===== src/aaf_hc_pkg.sv =====
// shared types and constants of the aaf listener header check
`default_nettype none

package aaf_hc_pkg;

	// fixed avtp aaf header length in bytes
	localparam int HeaderBytes = 24;

	// width of the item capacity register and of the write offset
	localparam int ItemWidth = 24;

	// item capacity after reset
	localparam logic [ItemWidth-1:0] ItemBytesReset = 24'd1;

	// configuration register indexes
	typedef enum logic [2:0] {
		REG_FORMAT     = 3'd0,
		REG_RATE       = 3'd1,
		REG_CHANNELS   = 3'd2,
		REG_DEPTH      = 3'd3,
		REG_PAYLOAD    = 3'd4,
		REG_SPARSE     = 3'd5,
		REG_ITEM_BYTES = 3'd6
	} reg_idx_t;

	// configured stream format
	typedef struct packed {
		logic [7:0]           expect_format;
		logic [3:0]           expect_rate;
		logic [9:0]           expect_channels;
		logic [7:0]           expect_depth;
		logic [15:0]          expect_payload;
		logic                 sparse_enable;
		logic [ItemWidth-1:0] item_bytes;
	} cfg_t;

	// parsed header beat
	typedef struct packed {
		logic        ts_valid_bit;
		logic        ts_uncertain_bit;
		logic        sparse_bit;
		logic [15:0] stated_length;
		logic [31:0] stamp_word;
		logic [31:0] format_word;
		logic [31:0] packet_word;
		logic [15:0] frame_bytes;
		logic        buffer_ready;
	} in_beat_t;

	// result beat
	typedef struct packed {
		logic                 accepted;
		logic                 write_payload;
		logic [ItemWidth-1:0] write_offset;
		logic                 item_start;
		logic                 item_stamp_valid;
		logic                 item_stamp_uncertain;
		logic [31:0]          item_stamp;
		logic                 item_push;
		logic                 muted;
		logic                 buffer_full;
	} out_beat_t;

endpackage

`default_nettype wire


===== src/aaf_hc_in_if.sv =====
// header input channel
`default_nettype none

interface aaf_hc_in_if;
	logic                 valid;
	logic                 ready;
	aaf_hc_pkg::in_beat_t data;

	modport source (output valid, output data, input ready);
	modport sink (input valid, input data, output ready);
endinterface

`default_nettype wire


===== src/aaf_hc_out_if.sv =====
// result output channel
`default_nettype none

interface aaf_hc_out_if;
	logic                  valid;
	logic                  ready;
	aaf_hc_pkg::out_beat_t data;

	modport source (output valid, output data, input ready);
	modport sink (input valid, input data, output ready);
endinterface

`default_nettype wire


===== src/aaf_hc_cfg_if.sv =====
// configuration write channel
`default_nettype none

interface aaf_hc_cfg_if;
	logic        valid;
	logic        ready;
	logic [2:0]  index;
	logic [23:0] data;

	modport source (output valid, output index, output data, input ready);
	modport sink (input valid, input index, input data, output ready);
endinterface

`default_nettype wire


===== src/aaf_hc_cfg.sv =====
// configuration register file of the aaf header check
`default_nettype none

module aaf_hc_cfg (
	input  logic              clk,
	input  logic              arst_n,
	aaf_hc_cfg_if.sink        cfg,
	output aaf_hc_pkg::cfg_t  cfg_q
);

	aaf_hc_pkg::reg_idx_t idx;

	assign cfg.ready = 1'b1;
	assign idx = aaf_hc_pkg::reg_idx_t'(cfg.index);

	// register writes, unknown indexes ignored
	always_ff @(posedge clk or negedge arst_n) begin
		if (!arst_n) begin
			cfg_q.expect_format   <= '0;
			cfg_q.expect_rate     <= '0;
			cfg_q.expect_channels <= '0;
			cfg_q.expect_depth    <= '0;
			cfg_q.expect_payload  <= '0;
			cfg_q.sparse_enable   <= 1'b0;
			cfg_q.item_bytes      <= aaf_hc_pkg::ItemBytesReset;
		end else if (cfg.valid) begin
			unique case (idx)
				aaf_hc_pkg::REG_FORMAT:     cfg_q.expect_format   <= cfg.data[7:0];
				aaf_hc_pkg::REG_RATE:       cfg_q.expect_rate     <= cfg.data[3:0];
				aaf_hc_pkg::REG_CHANNELS:   cfg_q.expect_channels <= cfg.data[9:0];
				aaf_hc_pkg::REG_DEPTH:      cfg_q.expect_depth    <= cfg.data[7:0];
				aaf_hc_pkg::REG_PAYLOAD:    cfg_q.expect_payload  <= cfg.data[15:0];
				aaf_hc_pkg::REG_SPARSE:     cfg_q.sparse_enable   <= cfg.data[0];
				aaf_hc_pkg::REG_ITEM_BYTES: cfg_q.item_bytes      <= cfg.data[23:0];
				default: ;
			endcase
		end
	end

endmodule

`default_nettype wire


===== src/aaf_hc_check.sv =====
// header validity check: frame length bounds and compare against the configured stream format
`default_nettype none

module aaf_hc_check (
	input  aaf_hc_pkg::in_beat_t hdr,
	input  aaf_hc_pkg::cfg_t     cfg_q,
	output logic                 ok
);

	logic [16:0] room;
	logic        too_short;
	logic        too_long;
	logic        fmt_match;

	// space left after the header, borrow marks a short frame
	assign room      = {1'b0, hdr.frame_bytes} - 17'(aaf_hc_pkg::HeaderBytes);
	assign too_short = room[16];
	assign too_long  = {1'b0, hdr.stated_length} > room;

	// format, rate, channels, depth, payload size and sparse mode
	assign fmt_match = (hdr.format_word[31:24] == cfg_q.expect_format)
		&& (hdr.format_word[23:20] == cfg_q.expect_rate)
		&& (hdr.format_word[17:8] == cfg_q.expect_channels)
		&& (hdr.format_word[7:0] == cfg_q.expect_depth)
		&& (hdr.packet_word[31:16] == cfg_q.expect_payload)
		&& (hdr.sparse_bit == cfg_q.sparse_enable);

	assign ok = !too_short && !too_long && fmt_match;

endmodule

`default_nettype wire


===== src/aaf_listener_header_check.sv =====
// aaf listener header check top level: input register, buffer steering, result register
//
// channel  dir  handshake      payload
// hdr      in   valid/ready    parsed header fields, one packet a beat
// res      out  valid/ready    one result beat per header beat
// cfg      in   valid/ready    register index and write data, always ready
//
// a header beat is captured in the input register, judged and steered from there, and
// its result is captured in the result register; one beat per cycle is sustained while
// res.ready holds, since fill level and sync flag are updated together on each advance.
// arst_n clears both stage valids and the state (stream valid, not synced, empty item).
// a stalled result register holds a full input stage, which then drops hdr.ready.
`default_nettype none

module aaf_listener_header_check #(
	parameter int FILL_WIDTH = 24
) (
	input  logic         clk,
	input  logic         arst_n,
	aaf_hc_in_if.sink    hdr,
	aaf_hc_out_if.source res,
	aaf_hc_cfg_if.sink   cfg
);

	localparam int SumW = (FILL_WIDTH + 1 > aaf_hc_pkg::ItemWidth + 1) ?
		FILL_WIDTH + 1 : aaf_hc_pkg::ItemWidth + 1;

	aaf_hc_pkg::cfg_t      cfg_q;
	aaf_hc_pkg::in_beat_t  beat_s1;
	aaf_hc_pkg::out_beat_t beat_s2;
	aaf_hc_pkg::out_beat_t result;
	logic                  valid_s1;
	logic                  valid_s2;

	logic                  stream_ok_q;
	logic                  stamp_synced_q;
	logic [FILL_WIDTH-1:0] fill_q;

	logic                  ok;
	logic                  advance;
	logic                  take;
	logic                  empty;
	logic                  stamp_start;
	logic                  write;
	logic [SumW-1:0]       fill_w;
	logic [SumW-1:0]       sum;
	logic                  push;

	aaf_hc_cfg u_cfg (
		.clk    (clk),
		.arst_n (arst_n),
		.cfg    (cfg),
		.cfg_q  (cfg_q)
	);

	aaf_hc_check u_check (
		.hdr   (beat_s1),
		.cfg_q (cfg_q),
		.ok    (ok)
	);

	// stage handshake
	assign advance   = valid_s1 && (!valid_s2 || res.ready);
	assign hdr.ready = !valid_s1 || advance;

	// buffer steering
	assign take        = ok && beat_s1.buffer_ready;
	assign empty       = (fill_q == '0);
	assign stamp_start = empty && beat_s1.ts_valid_bit;
	assign write       = !(empty && !beat_s1.ts_valid_bit && !stamp_synced_q);
	assign fill_w      = SumW'(fill_q);
	assign sum         = write ? fill_w + SumW'(cfg_q.expect_payload) : fill_w;
	assign push        = sum >= SumW'(cfg_q.item_bytes);

	// result beat
	always_comb begin
		result.accepted             = take;
		result.write_payload        = take && write;
		result.write_offset         = (take && write) ?
			fill_w[aaf_hc_pkg::ItemWidth-1:0] : '0;
		result.item_start           = take && empty && (beat_s1.ts_valid_bit || stamp_synced_q);
		result.item_stamp_valid     = take && stamp_start;
		result.item_stamp_uncertain = take && stamp_start && beat_s1.ts_uncertain_bit;
		result.item_stamp           = (take && stamp_start) ? beat_s1.stamp_word : '0;
		result.item_push            = take && push;
		result.muted                = !ok;
		result.buffer_full          = ok && !beat_s1.buffer_ready;
	end

	// input stage
	always_ff @(posedge clk or negedge arst_n) begin
		if (!arst_n) begin
			valid_s1 <= 1'b0;
		end else if (hdr.ready) begin
			valid_s1 <= hdr.valid;
		end
	end

	always_ff @(posedge clk) begin
		if (hdr.ready && hdr.valid) begin
			beat_s1 <= hdr.data;
		end
	end

	// stream state
	always_ff @(posedge clk or negedge arst_n) begin
		if (!arst_n) begin
			stream_ok_q    <= 1'b1;
			stamp_synced_q <= 1'b0;
			fill_q         <= '0;
		end else if (advance) begin
			stream_ok_q <= ok;
			if (take) begin
				if (stamp_start) begin
					stamp_synced_q <= 1'b1;
				end
				fill_q <= push ? '0 : sum[FILL_WIDTH-1:0];
			end
		end
	end

	// result register
	always_ff @(posedge clk or negedge arst_n) begin
		if (!arst_n) begin
			valid_s2 <= 1'b0;
		end else if (advance) begin
			valid_s2 <= 1'b1;
		end else if (res.ready) begin
			valid_s2 <= 1'b0;
		end
	end

	always_ff @(posedge clk) begin
		if (advance) begin
			beat_s2 <= result;
		end
	end

	assign res.valid = valid_s2;
	assign res.data  = beat_s2;

	// the sync flag never drops once set
	a_sync_sticky: assert property (@(posedge clk) disable iff (!arst_n)
		!$fell(stamp_synced_q))
		else $error("stamp sync flag cleared");

	// a push or a payload write only on an accepted packet
	a_push_accepted: assert property (@(posedge clk) disable iff (!arst_n)
		valid_s2 && (beat_s2.item_push || beat_s2.write_payload) |-> beat_s2.accepted)
		else $error("push or write without acceptance");

	// a muted result is neither accepted nor refused for space
	a_muted_idle: assert property (@(posedge clk) disable iff (!arst_n)
		valid_s2 && beat_s2.muted |-> !beat_s2.accepted && !beat_s2.buffer_full)
		else $error("muted packet steered");

	// the waiting result's mute flag follows the stream flag
	a_muted_state: assert property (@(posedge clk) disable iff (!arst_n)
		valid_s2 |-> beat_s2.muted == !stream_ok_q)
		else $error("mute flag differs from stream state");

	// fill level returns to empty after a push
	a_push_empties: assert property (@(posedge clk) disable iff (!arst_n)
		advance && take && push |=> fill_q == '0)
		else $error("fill level kept after push");

endmodule

`default_nettype wire

===== src/flat_wrapper.sv =====
// flat-port wrapper written by rule: the top's interface ports become plain ports
module aaf_listener_header_check_flat 
#(
	parameter int FILL_WIDTH = 24
)
  (clk, arst_n, hdr_valid, hdr_data, hdr_ready, res_valid, res_data, res_ready, cfg_valid, cfg_index, cfg_data, cfg_ready);
  aaf_hc_in_if hdr_i ();
  aaf_hc_out_if res_i ();
  aaf_hc_cfg_if cfg_i ();
  input  logic clk;
  input  logic arst_n;
  input wire logic [$bits(hdr_i.valid)-1:0] hdr_valid;
  input wire logic [$bits(hdr_i.data)-1:0] hdr_data;
  output wire logic [$bits(hdr_i.ready)-1:0] hdr_ready;
  output wire logic [$bits(res_i.valid)-1:0] res_valid;
  output wire logic [$bits(res_i.data)-1:0] res_data;
  input wire logic [$bits(res_i.ready)-1:0] res_ready;
  input wire logic [$bits(cfg_i.valid)-1:0] cfg_valid;
  input wire logic [$bits(cfg_i.index)-1:0] cfg_index;
  input wire logic [$bits(cfg_i.data)-1:0] cfg_data;
  output wire logic [$bits(cfg_i.ready)-1:0] cfg_ready;
  assign hdr_i.valid = hdr_valid;
  assign hdr_i.data = hdr_data;
  assign hdr_ready = hdr_i.ready;
  assign res_valid = res_i.valid;
  assign res_data = res_i.data;
  assign res_i.ready = res_ready;
  assign cfg_i.valid = cfg_valid;
  assign cfg_i.index = cfg_index;
  assign cfg_i.data = cfg_data;
  assign cfg_ready = cfg_i.ready;
  aaf_listener_header_check #(.FILL_WIDTH(FILL_WIDTH)) u_core (.clk(clk), .arst_n(arst_n), .hdr(hdr_i), .res(res_i), .cfg(cfg_i));
endmodule

===== config.mk =====
export PLATFORM = sky130hd
export DESIGN_NAME = aaf_listener_header_check_flat
export DESIGN_NICKNAME = d
export VERILOG_FILES = /design/src/aaf_hc_pkg.sv /design/src/aaf_hc_in_if.sv /design/src/aaf_hc_out_if.sv /design/src/aaf_hc_cfg_if.sv /design/src/aaf_hc_cfg.sv /design/src/aaf_hc_check.sv /design/src/aaf_listener_header_check.sv /design/src/flat_wrapper.sv
export SDC_FILE = /design/constraint.sdc
export NUM_CORES = 1
export LEC_CHECK = 0
export BUFFER_PORTS_ARGS = -buffer_cell sky130_fd_sc_hd__buf_2
export CORE_UTILIZATION = 60
export CTS_CLUSTER_SIZE = 14
export DETAILED_ROUTE_END_ITERATION = 12
export HOLD_SLACK_MARGIN = 0.02
export PLACE_DENSITY = 0.9
export SLEW_MARGIN = 5
export SYNTH_ARGS = -nofsm -noshare
export SYNTH_HDL_FRONTEND = slang
export SYNTH_SLANG_ARGS = --single-unit

===== constraint.sdc =====
create_clock -name clk -period 6.61 [get_ports clk]
set_clock_uncertainty 0.05 [all_clocks]
set_input_delay 0.3305 -clock clk [delete_from_list [all_inputs] [get_ports clk]]
set_output_delay 0.3305 -clock clk [all_outputs]
set_load 0.005 [all_outputs]

Word-level counts from Yosys, hierarchy flattened
Cells that the tools add are included.
- $add $sub $neg: 2
- $lt $le $gt $ge: 2
- equal/unequal tests: 12
- mux-type cells: 4
- reductions and logical operators: 44
- operators by type and width (cell ; count):
    adder 24 x 16 -> 25 bit ; 1
    greater-or-equal comparator 25 x 24 -> 1 bit ; 1
    two-way mux 25 bit ; 1
    logical NOT 24 bit ; 1
    two-way mux 24 bit ; 1
    logical AND 1 bit ; 20
    greater-than comparator 16 x 17 -> 1 bit ; 1
    subtractor 16 x 5 -> 17 bit, second input constant ; 1
    equality test 16 bit ; 1
    equality test 8 bit ; 2
    AND reduction 2 bit ; 8
    equality test 10 bit ; 1
    equality test 3 bit, second input constant ; 3
    logical NOT 1 bit ; 9
    equality test 3 x 2 -> 1 bit, second input constant ; 2
    equality test 4 bit ; 1
    equality test 3 x 1 -> 1 bit, second input constant ; 1
    logical NOT 3 bit ; 1
    logical OR 1 bit ; 3
    AND reduction 3 bit ; 1
    two-way mux 1 bit ; 2
    nonzero test 2 bit ; 1
    equality test 1 bit ; 1
- register bits: 294
- bits of input ports: 164
- output and inout bits: 67
- word-level logic and storage cells: 94

Depth between registers and ports, before layout
Gate-level depths: netlist of run 1.
- word-level depth: 10
- gate-level depth with buffers: 17

Hierarchy
From an unflattened synthesis of run 1, not the netlist that was laid out.
- cells, all modules: 917
- area total of the unflattened synthesis: 13060.0 µm²
- modules (own cells, without submodules) (module ; times used ; cells an instance ; area each (µm²) ; sequential area each (µm²)):
    aaf_listener_header_check ; 1 ; 620 ; 9176.3 ; 6561.3
    aaf_hc_cfg ; 1 ; 158 ; 2787.7 ; 1778.0
    aaf_hc_check ; 1 ; 139 ; 1096.1 ; 0.0

Least setup slack after synthesis of run 1
Ideal clock, no wire load.
- path type: register -> register
- from: register u_core.fill_q[0]
- to: register u_core.fill_q[19]
- library setup time: 92 ps
- arrival time: 3965 ps
- required time: 6468 ps
- slack: 2503 ps
- stages on the path, launching flop included: 17
- buffers on the path: 0
- period minus slack after synthesis: 4107 ps
- path through: dfrtp_1 > ha_1 > fa_1 > a211oi_1 > nor2_1 > o21ai_1 > a21oi_2 > nand3_1 > xnor2_1 > ha_1 > a211oi_1 > nor3_1 > a211oi_1 > o21ai_0 > a221oi_2 > or3b_1 > o31ai_2
- word-level cells in the longest chain between the ends: 6
- elaborated cells on any way between the ends: 7
- classes of those cells: add/sub: 1; order compare: 1; mux: 2; reduce/logical: 3
- ends and longest elaborated chain (what ; line ; RTL):
    start, declared ; aaf_listener_header_check.sv:37 ; logic [FILL_WIDTH-1:0] fill_q;
    start signal, assigned ; aaf_listener_header_check.sv:117 ; fill_q <= push ? '0 : sum[FILL_WIDTH-1:0];
    parallel branches: the longest is 3 deep, another holds adder 24 x 16 -> 25 bit ; - ;
    two-way mux 25 bit (*) ; aaf_listener_header_check.sv:72 ; assign sum = write ? fill_w + SumW'(cfg_q.expect_payload) : fill_w;
    greater-or-equal comparator 25 x 24 -> 1 bit ; aaf_listener_header_check.sv:73 ; assign push = sum >= SumW'(cfg_q.item_bytes);
    two-way mux 24 bit (*) ; aaf_listener_header_check.sv:117 ;
Every way passes the cells marked *.
A chain may end at the register's enable or synchronous reset.

Final worst setup path of run 1
- from: register u_core.fill_q[0]
- to: register u_core.fill_q[0]
Same word-level chain as after synthesis.

==> results of run 1 <==
critical path, cell delays in order (launching register included):
cell,delay (ns)
dfrtp_1,0.44
ha_1,0.25
fa_1,0.44
a211oi_1,0.37
nor2_1,0.13
o21ai_1,0.36
a21oi_2,0.21
nand3_1,0.14
xnor2_1,0.18
ha_1,0.30
a211oi_1,0.24
nor3_1,0.08
a211oi_1,0.21
o21ai_0,0.14
a221oi_2,0.73
buf_4,0.28
or3b_1,0.42
o21ai_0,0.19
final timing paths:
| check | start | to | slack [ns] | cells after the start |
|---|---|---|---|---|
| hold reg to reg | u_core.stamp_synced_q | u_core.stamp_synced_q | 0.42 | 1 |
| hold / removal | cfg_data[8] | u_core.u_cfg.cfg_q[57] | 0.04 | 2 |
| min in group asynchronous | arst_n | u_core.u_cfg.cfg_q[17] | 0.16 | 2 |
| setup / recovery | u_core.fill_q[0] | u_core.fill_q[0] | 1.36 | 17 |
| setup reg to reg | u_core.fill_q[0] | u_core.fill_q[0] | 1.36 | 17 |
| max in group asynchronous | arst_n | u_core.fill_q[6] | 5.07 | 3 |
report_power, final:
part	switching, W	leakage [nW]	internal (W)
combinational	0.000332	3.43	0.000324
sequential	0.000113	2.96	0.00202
clock	0.000667	0.438	0.000860
total	0.00111	6.82	0.00321
cell type report:
| cell class | count | area, um2 | share of cell area |
|---|---|---|---|
| clock buffer | 39 | 813.3 | 0.05064 |
| clock inverter | 13 | 75.07 | 0.004674 |
| inverter | 35 | 131.4 | 0.008180 |
| multi-input combinational | 567 | 4472 | 0.2784 |
| sequential | 276 | 7799 | 0.4856 |
| tap | 270 | 337.8 | 0.02103 |
| timing repair buffer | 350 | 2432 | 0.1514 |
state kept, by name (all words and copies together), names as in the netlist:
register / count
u_core.stamp_synced_q: 1
u_core.u_cfg.cfg_q: 71
u_core.res.valid: 1
u_core.fill_q: 24
u_core.valid_s1: 1
u_core.beat_s1: 114
u_core.res.data: 64
per-layer routing:
| layer | global-route usage | wire length [um] |
|---|---|---|
| met3 | 0.04938 | 2251 |
| met5 | 0 | 0 |
| met1 | 0.3603 | 12080 |
| met4 | 0.1490 | 1644 |
| met2 | 0.5486 | 16490 |
cells by family (layout without fill, tap and decap cells):
logic type	Yosys count	in the layout	synth area share
multiplexers	73	73	0.06543
adder cells (fa/ha/maj)	58	58	0.05854
XOR/XNOR	74	74	0.05174
flip-flops	276	276	0.6226
AO/OA/AOI/OAI	120	120	0.06972
other	1	1	0.0002994
buffers and inverters	61	437	0.02178
AND/OR/NAND/NOR	241	241	0.1099
repair_timing:
item / in CTS / in global routing
endpoints found under the setup margin: 0 / 0
buffers inserted: 0 / 0
hold endpoints to repair: 159 / 0
hold buffers: 132 / 0
cells in the mapped netlist, drive strengths merged (9+ instances only):
cell type,count,area share
nor2,26,0.0078
buf,9,0.0062
and3,32,0.016
edfxtp,178,0.43
nand2,34,0.010
and2,45,0.022
a21o,11,0.0066
mux2,71,0.064
a21oi,32,0.013
nor3,12,0.0048
xnor2,64,0.045
o21ai,21,0.0087
xor2,10,0.0070
ha,57,0.057
nand4,28,0.014
clkbuf,17,0.0051
a22o,10,0.0070
dfrtp,97,0.19
nand2b,9,0.0045
nand3,19,0.0076
nor4,13,0.0070
inv,35,0.010
per-stage QoR:
stage / area, um2 / utilization
finish: 16060 / 0.7886
global route: 16060 / 0.7886
CTS: 16060 / 0.7884
detailed placement: 13850 / 0.6799
global placement: 13850 / 0.6799
floorplan: 12530 / -
==> flow_summary.json, run 1 <==
{
  "syn_inst": 904,
  "die_w_um": 146.5,
  "floorplan.die_area_um2": 21460,
  "hpwl_mm": 19.75,
  "cts_resized": 0,
  "avgSynthCellArea_um2": 13.86,
  "antenna_found_initial": 0,
  "grt_max_degree": 78,
  "syn_area_um2": 12530,
  "setup_slack_ns": 1.359,
  "final_cell_mix": "buf_2, edfxtp_1, dlygate4sd3_1, dfrtp_1, mux2_2",
  "vias": 9032,
  "die_h_um": 146.5,
  "place_inst": 1366,
  "synth_edf_count": 178,
  "synth_nets": 1126,
  "rows": 52,
  "cts_inserted_buffers": 28,
  "grt_overflow": 0,
  "synth-warning-count": 0,
  "ant_nets": 0,
  "drt_iter0_drc": 562,
  "ys_seq_elements": 276,
  "antenna_cells": 0,
  "start_kind": "flip-flop",
  "synth_ff_type": "edfxtp_1",
  "viasPerCell": 5.827,
  "power_w": 0.004318,
  "crit_fanout": 12,
  "setup_viol": 0,
  "grt_pass1_vias": 9629,
  "slew_headroom": 0.3051,
  "irDropWorstVdd_v": 0.0002646,
  "fin_cells": 1550,
  "cp.required_ns": 7.02,
  "path_class": "flip-flop to flip-flop",
  "holdWs_ns": 0.04123,
  "gp_congestion": 0.9036,
  "io_pins": 231,
  "arrival_ns": 5.66,
  "fin_crit_sh": 0.7945,
  "area_growth_pct": 28.22,
  "final_max_slew_viol_count": 0,
  "status": "finished clean",
  "drc": 0,
  "worst_pin_slew_ns": 1.042,
  "initial_core_util": 0.6151,
  "wire_per_inst_um": 20.95,
  "cts.reportedPaths.clkPinSlew_ns": 0.07,
  "min_path_type": "input port to flip-flop",
  "hold_viol_final": 0,
  "grt_pass1_wl_mm": 50.53,
  "design.core.area_um2": 20360,
  "nets": 1480,
  "post_synth_num_cell_types": 68,
  "power_leakage_nw": 6.824,
  "drtPass1Iterations": 5,
  "cp-end-kind": "flip-flop",
  "cap_violations": 0,
  "fmax_mhz": 190.4,
  "htree_levels": 1,
  "final.setup.tns_ns": 0,
  "cts.path.max_buffers": 3,
  "n_fill_cell": 1089,
  "cts_root_buffer": "clkbuf_16",
  "drt_wl_total_mm": 32.47,
  "async_flop_share": 0.3551,
  "place_ws_ns": 1.502,
  "cts_tree": "built",
  "cts_sinks": 276,
  "powerDensity_nw_per_um2": 268.9,
  "seq_area_frac_synth": 0.6226,
  "globalRouteTotalUtil": 0.3069,
  "fin_crit_ns": 5.251,
  "clk_latency_ns": 0.55,
  "drive_gt1_frac": 0.2758,
  "rsz0062_at_grt": "false",
  "numPortBuffers": 211,
  "layout_commonest_cell": "buf_2"
}
No activity file was read; power rests on OpenSTA's default activity.
==> inputs of run 2 (changes only) <==
- ABC_AREA: unset -> 1
- CORE_UTILIZATION: 60 -> 56
- PLACE_DENSITY: 0.9 -> 0.85
- clock period: 6.61 -> 5.2 ns (I/O delays scaled with it)
==> flow_summary.json, run 2 <==
{
  "setup_viol": 0,
  "status": "finished clean",
  "async_flop_share": 0.3551,
  "stdcell_area_um2": 16490,
  "min_path_type": "input port to flip-flop",
  "cts.reportedPaths.clkPinSlew_ns": 0.06,
  "drive_gt1_frac": 0.1846,
  "floorplan.die_area_um2": 23690,
  "yosysTopAreaCell": "edfxtp_1",
  "viasPerCell": 5.215,
  "gp_congestion": 0.8882,
  "synth_edf_count": 178,
  "powerDensity_nw_per_um2": 374.3,
  "synth_top_area_share": 0.4137,
  "worst_pin_slew_ns": 0.9256,
  "die_h_um": 153.9,
  "irDropWorstVdd_v": 0.0003381,
  "path_class": "flip-flop to flip-flop",
  "start_kind": "flip-flop",
  "place_area_um2": 14220,
  "cts.path.max_buffers": 3,
  "synth_nets": 1499,
  "fmax_mhz": 230.4,
  "seq_area_frac_synth": 0.6036,
  "synth_most_common_cell": "nand2_1",
  "rows": 55,
  "globalRouteTotalUtil": 0.2830,
  "drc": 0,
  "avgSynthCellArea_um2": 10.12,
  "grt_overflow": 0,
  "syn_inst": 1277,
  "clk_latency_ns": 0.55,
  "slew_headroom": 0.3814,
  "power_leakage_nw": 8.040,
  "cts_inserted_buffers": 29,
  "antenna_found_initial": 3,
  "io_pins": 231,
  "cp.required_ns": 5.49,
  "design.core.area_um2": 22640,
  "fin_cells": 1940,
  "cts_sinks": 276,
  "largest-register": "u_core.beat_s1",
  "initial_core_util": 0.5707,
  "synth_area_leaders": "edfxtp_1, dfrtp_1, nand2_1, inv_1, ha_1",
  "synth-warning-count": 0,
  "drtPass1Iterations": 5,
  "grt_pass1_vias": 10292,
  "drt_iter0_drc": 776,
  "syn_area_um2": 12920,
  "arrival_ns": 4.63,
  "synth_ff_type": "edfxtp_1",
  "rsz0062_at_grt": "false",
  "die_w_um": 153.9,
  "final_max_slew_viol_count": 0,
  "crit_fanout": 35,
  "numPortBuffers": 211,
  "grt_max_degree": 68,
  "cts_tree": "built",
  "htree_levels": 1,
  "ant_nets": 0,
  "ys_seq_elements": 276,
  "vias": 10117,
  "hold_viol_final": 0,
  "synth_commonest_cells": "nand2_1, inv_1, edfxtp_1",
  "cts_root_buffer": "clkbuf_16",
  "fin_crit_ns": 4.340,
  "hpwl_mm": 20.79,
  "largest_reg_flops": 114,
  "grt_pass1_wl_mm": 52.03,
  "final.setup.tns_ns": 0,
  "post_synth_num_cell_types": 42,
  "final_cell_mix": "nand2_1, buf_2, inv_1, edfxtp_1, nor2_1",
  "nets": 1851,
  "cp-end-kind": "flip-flop",
  "holdWs_ns": 0.03497,
  "n_fill_cell": 1495,
  "layout_commonest_cell": "nand2_1",
  "drt_wl_total_mm": 33.30,
  "area_growth_pct": 27.60,
  "cap_violations": 0,
  "place_inst": 1751,
  "fin_crit_sh": 0.8347,
  "power_w": 0.006170,
  "wire_per_inst_um": 17.17,
  "post_cts_buffers": 0
}
run 2: worst max-delay path: stages, from the launching register on:
cell,delay [ns]
edfxtp_1,0.45
ha_1,0.27
nor3_1,0.34
nand2_1,0.18
nor3_1,0.31
nand3b_1,0.22
nor3_1,0.23
xnor2_1,0.10
ha_1,0.31
and3_1,0.23
nand4_1,0.13
nand2_1,0.21
nand4_2,0.71
nor2_1,0.40
run 2: path summary, 6_finish.rpt:
check | startpoint | end | slack [ns] | cells past startpoint
setup / recovery | u_core.beat_s1[4] | u_core.res.data[31] | 0.86 | 13
hold / removal | cfg_data[8] | u_core.u_cfg.cfg_q[33] | 0.03 | 3
setup reg to reg | u_core.beat_s1[4] | u_core.res.data[31] | 0.86 | 13
hold reg to reg | u_core.u_cfg.cfg_q[2] | u_core.u_cfg.cfg_q[2] | 0.44 | 2
max in group asynchronous | arst_n | u_core.u_cfg.cfg_q[26] | 3.75 | 3
min in group asynchronous | arst_n | u_core.fill_q[17] | 0.22 | 2
run 2: metal layers:
metal  track usage  share of wire  vias to the layer above
met4        0.1186          0.039                        0
met5             0              0                        -
met3       0.04397          0.059                      100
li1              -              -                     4838
met2        0.4985           0.50                      442
met1        0.3473           0.40                     4737
run 2: through the flow:
step,util,setup slack [ns]
floorplan,-,1.859
global placement,0.6280,1.268
detailed placement,0.6280,1.185
CTS,0.7279,1.034
global route,0.7282,0.6160
finish,0.7282,0.8597
run 2: report_power, final:
group	internal, W	leakage [nW]	switching, W
combinational	0.000563	4.73	0.000840
clock	0.00117	0.454	0.000851
sequential	0.00260	2.86	0.000144
run 2: final cells by class:
| cell class | instances | area [um2] | area share |
|---|---|---|---|
| Tap cell | 285 | 356.6 | 0.02163 |
| Inverter | 200 | 753.2 | 0.04569 |
| Clock buffer | 37 | 785.8 | 0.04766 |
| Timing Repair Buffer | 348 | 2417 | 0.1466 |
| Multi-Input combinational cell | 774 | 4213 | 0.2555 |
| Clock inverter | 17 | 155.1 | 0.009410 |
| Antenna cell | 3 | 7.507 | 0.0004553 |
| Sequential cell | 276 | 7799 | 0.4730 |
run 2: kinds of logic after synthesis:
logic type      count (synthesis)  share of synthesized area
flops                         276                     0.6036
buf+inv                       227                    0.07040
fa+ha+maj                      58                    0.05674
xor+xnor                       68                    0.04609
other cells                     1                  0.0002902
simple gates                  517                     0.1697
compound gates                130                    0.05316
run 2: repair_timing:
| item | CTS | global route |
|---|---|---|
| hold endpoints to repair | 180 | 0 |
| resized for setup | 0 | 0 |
| setup endpoints to repair | 0 | 0 |
| hold buffers | 132 | 0 |
==> inputs of run 3 (changes only) <==
- CORE_UTILIZATION: 56 -> 51
- PLACE_DENSITY: 0.85 -> 0.82
- clock period: 5.2 -> 3.7 ns (I/O delays scaled with it)
==> flow_summary.json, run 3 (synthesized netlist as in run 2, its figures left out) <==
{
  "die_h_um": 161.2,
  "irDropWorstVdd_v": 0.0003619,
  "cts.reportedPaths.clkPinSlew_ns": 0.06,
  "drt_iter0_drc": 923,
  "swShare": 0.2984,
  "wirelength_met1_mm": 13.72,
  "p_comb_frac": 0.245,
  "hold_path.startpoint": "cfg_valid",
  "rows": 57,
  "fmax_mhz": 283.9,
  "dr_wl_met2_mm": 16.91,
  "hold_viol_final": 0,
  "worst_pin_slew_ns": 0.9437,
  "final_cell_mix": "nand2_1, buf_2, inv_1, edfxtp_1, nor2_1",
  "dr_wl_met3_mm": 2.101,
  "setup_viol": 0,
  "path_class": "flip-flop to flip-flop",
  "place_inst": 1804,
  "final_util": 0.6953,
  "holdPathStages": 5,
  "drt_wl_total_mm": 34.12,
  "p_clk_frac": 0.321,
  "layout_commonest_cell": "nand2_1",
  "htree_levels": 1,
  "grt_max_degree": 71,
  "cp.required_ns": 4.13,
  "drive_gt1_frac": 0.2105,
  "cts_sinks": 276,
  "ant_nets": 0,
  "numPortBuffers": 211,
  "seqPwrFrac": 0.434,
  "r2r_start": "u_core.u_cfg.cfg_q[37]",
  "design.core.area_um2": 24600,
  "cts.path.max_buffers": 3,
  "viasPerCell": 5.075,
  "power_leakage_nw": 8.247,
  "place_area_um2": 14430,
  "fin_crit_ns": 3.523,
  "stdcell_area_um2": 17110,
  "rrSetupSlack_ns": 0.18,
  "drtPass1Iterations": 5,
  "hpwl_mm": 20.97,
  "gp_congestion": 0.9240,
  "cts_inserted_buffers": 29,
  "nets": 1881,
  "cap_violations": 0,
  "netSwitchingPower_w": 0.002657,
  "cp-end-kind": "flip-flop",
  "min_path_type": "input port to flip-flop",
  "initial_core_util": 0.5251,
  "intPower_w": 0.006247,
  "grt_overflow": 0,
  "globalRouteTotalUtil": 0.2602,
  "cts_root_buffer": "clkbuf_16",
  "power_w": 0.008904,
  "grt_pass1_vias": 10355,
  "final_max_slew_viol_count": 0,
  "final-seq-area_um2": 7800,
  "area_growth_pct": 32.40,
  "grt_pass1_wl_mm": 52.85,
  "floorplan.die_area_um2": 25980,
  "n_fill_cell": 1687,
  "crit_fanout": 7,
  "reg2reg_depth": 18,
  "die_w_um": 161.2,
  "clk_latency_ns": 0.56,
  "powerDensity_nw_per_um2": 520.5,
  "largest-register": "u_core.beat_s1",
  "vias": 10206,
  "rr_endpoint": "u_core.fill_q[19]",
  "io_pins": 231,
  "min_to": "u_core.u_cfg.cfg_q[60]",
  "antenna_found_initial": 4,
  "dr.max_layer_used": "met4",
  "drc": 0,
  "status": "finished clean",
  "cts_tree": "built",
  "fin_cells": 2011,
  "final.setup.tns_ns": 0,
  "fin_crit_sh": 0.9520,
  "start_kind": "flip-flop",
  "arrival_ns": 3.95,
  "slew_headroom": 0.3709,
  "largest_reg_flops": 114,
  "multiInputGateArea_um2": 4431,
  "wire_per_inst_um": 16.97
}
==> run 3: timing repair <==
action / in CTS / in global routing
gates resized for setup: 0 / 37
hold buffers: 145 / 0
endpoints found under the setup margin: 0 / 85
buffers inserted: 0 / 2
endpoints found under the hold margin: 246 / 0
==> run 3: stage by stage <==
stage          hold slack, ns  worst slack, ns
2_1_floorplan         -0.1606           0.3591
3_3_place_gp           0.3121           0.1043
3_5_place_dp           0.3131          0.02494
4_1_cts                0.1749          0.01457
5_1_grt                0.2401         -0.08138
6_report               0.2151           0.1774
==> run 3: worst max path at each step <==
stage	cells past startpoint	slack [ns]	start	end
6_report	18	0.18	u_core.u_cfg.cfg_q[37]	u_core.fill_q[19]
5_1_grt	26	-0.08	u_core.fill_q[0]	u_core.fill_q[2]
4_1_cts	15	0.01	u_core.beat_s1[4]	u_core.res.data[39]
3_5_place_dp	15	0.02	u_core.beat_s1[4]	u_core.res.data[39]
3_3_place_gp	18	0.10	u_core.u_cfg.cfg_q[37]	u_core.fill_q[23]
2_1_floorplan	3	0.36	u_core.res.valid	u_core.beat_s1[0]
==> run 3: cell type report <==
cell class              count  share of cell area
well taps                 324             0.02370
repair buffers            378              0.1610
clock buffers              46             0.05207
multi-input cells         774              0.2590
flip-flops and latches    276              0.4559
clock inverters             8            0.003364
diodes                      5           0.0007314
inverters                 200             0.04417
==> run 3: per-layer routing <==
layer | global-route usage | vias up
met2 | 0.4536 | 427
met1 | 0.3263 | 4783
met3 | 0.03390 | 99
met5 | 0 | -
met4 | 0.1102 | 0
li1 | - | 4897
==> run 3: power groups by stage <==
stage / combinational (W) / sequential (W) / clock, W
floorplan: 0.00125 / 0.00386 / 0
global placement: 0.00177 / 0.00388 / 0
detailed placement: 0.00184 / 0.00390 / 0
CTS: 0.00198 / 0.00384 / 0.00285
global route: 0.00244 / 0.00389 / 0.00301
finish: 0.00218 / 0.00386 / 0.00286
==> run 3: critical path: stages (launching register included) <==
cell and delay, ns:
dfrtp_1 0.45, ha_2 0.42, nand2_1 0.12, nor4_2 0.36, nand3_1 0.18, nand3_1 0.12, nand2_1 0.05, nand2_1 0.13
inv_1 0.08, ha_1 0.32, a21o_1 0.19, a21oi_1 0.20, nand2_2 0.10, nor2_4 0.11, nand3_4 0.13, clkbuf_16 0.20
nor2_1 0.08, nor2_1 0.05, nor2_1 0.12
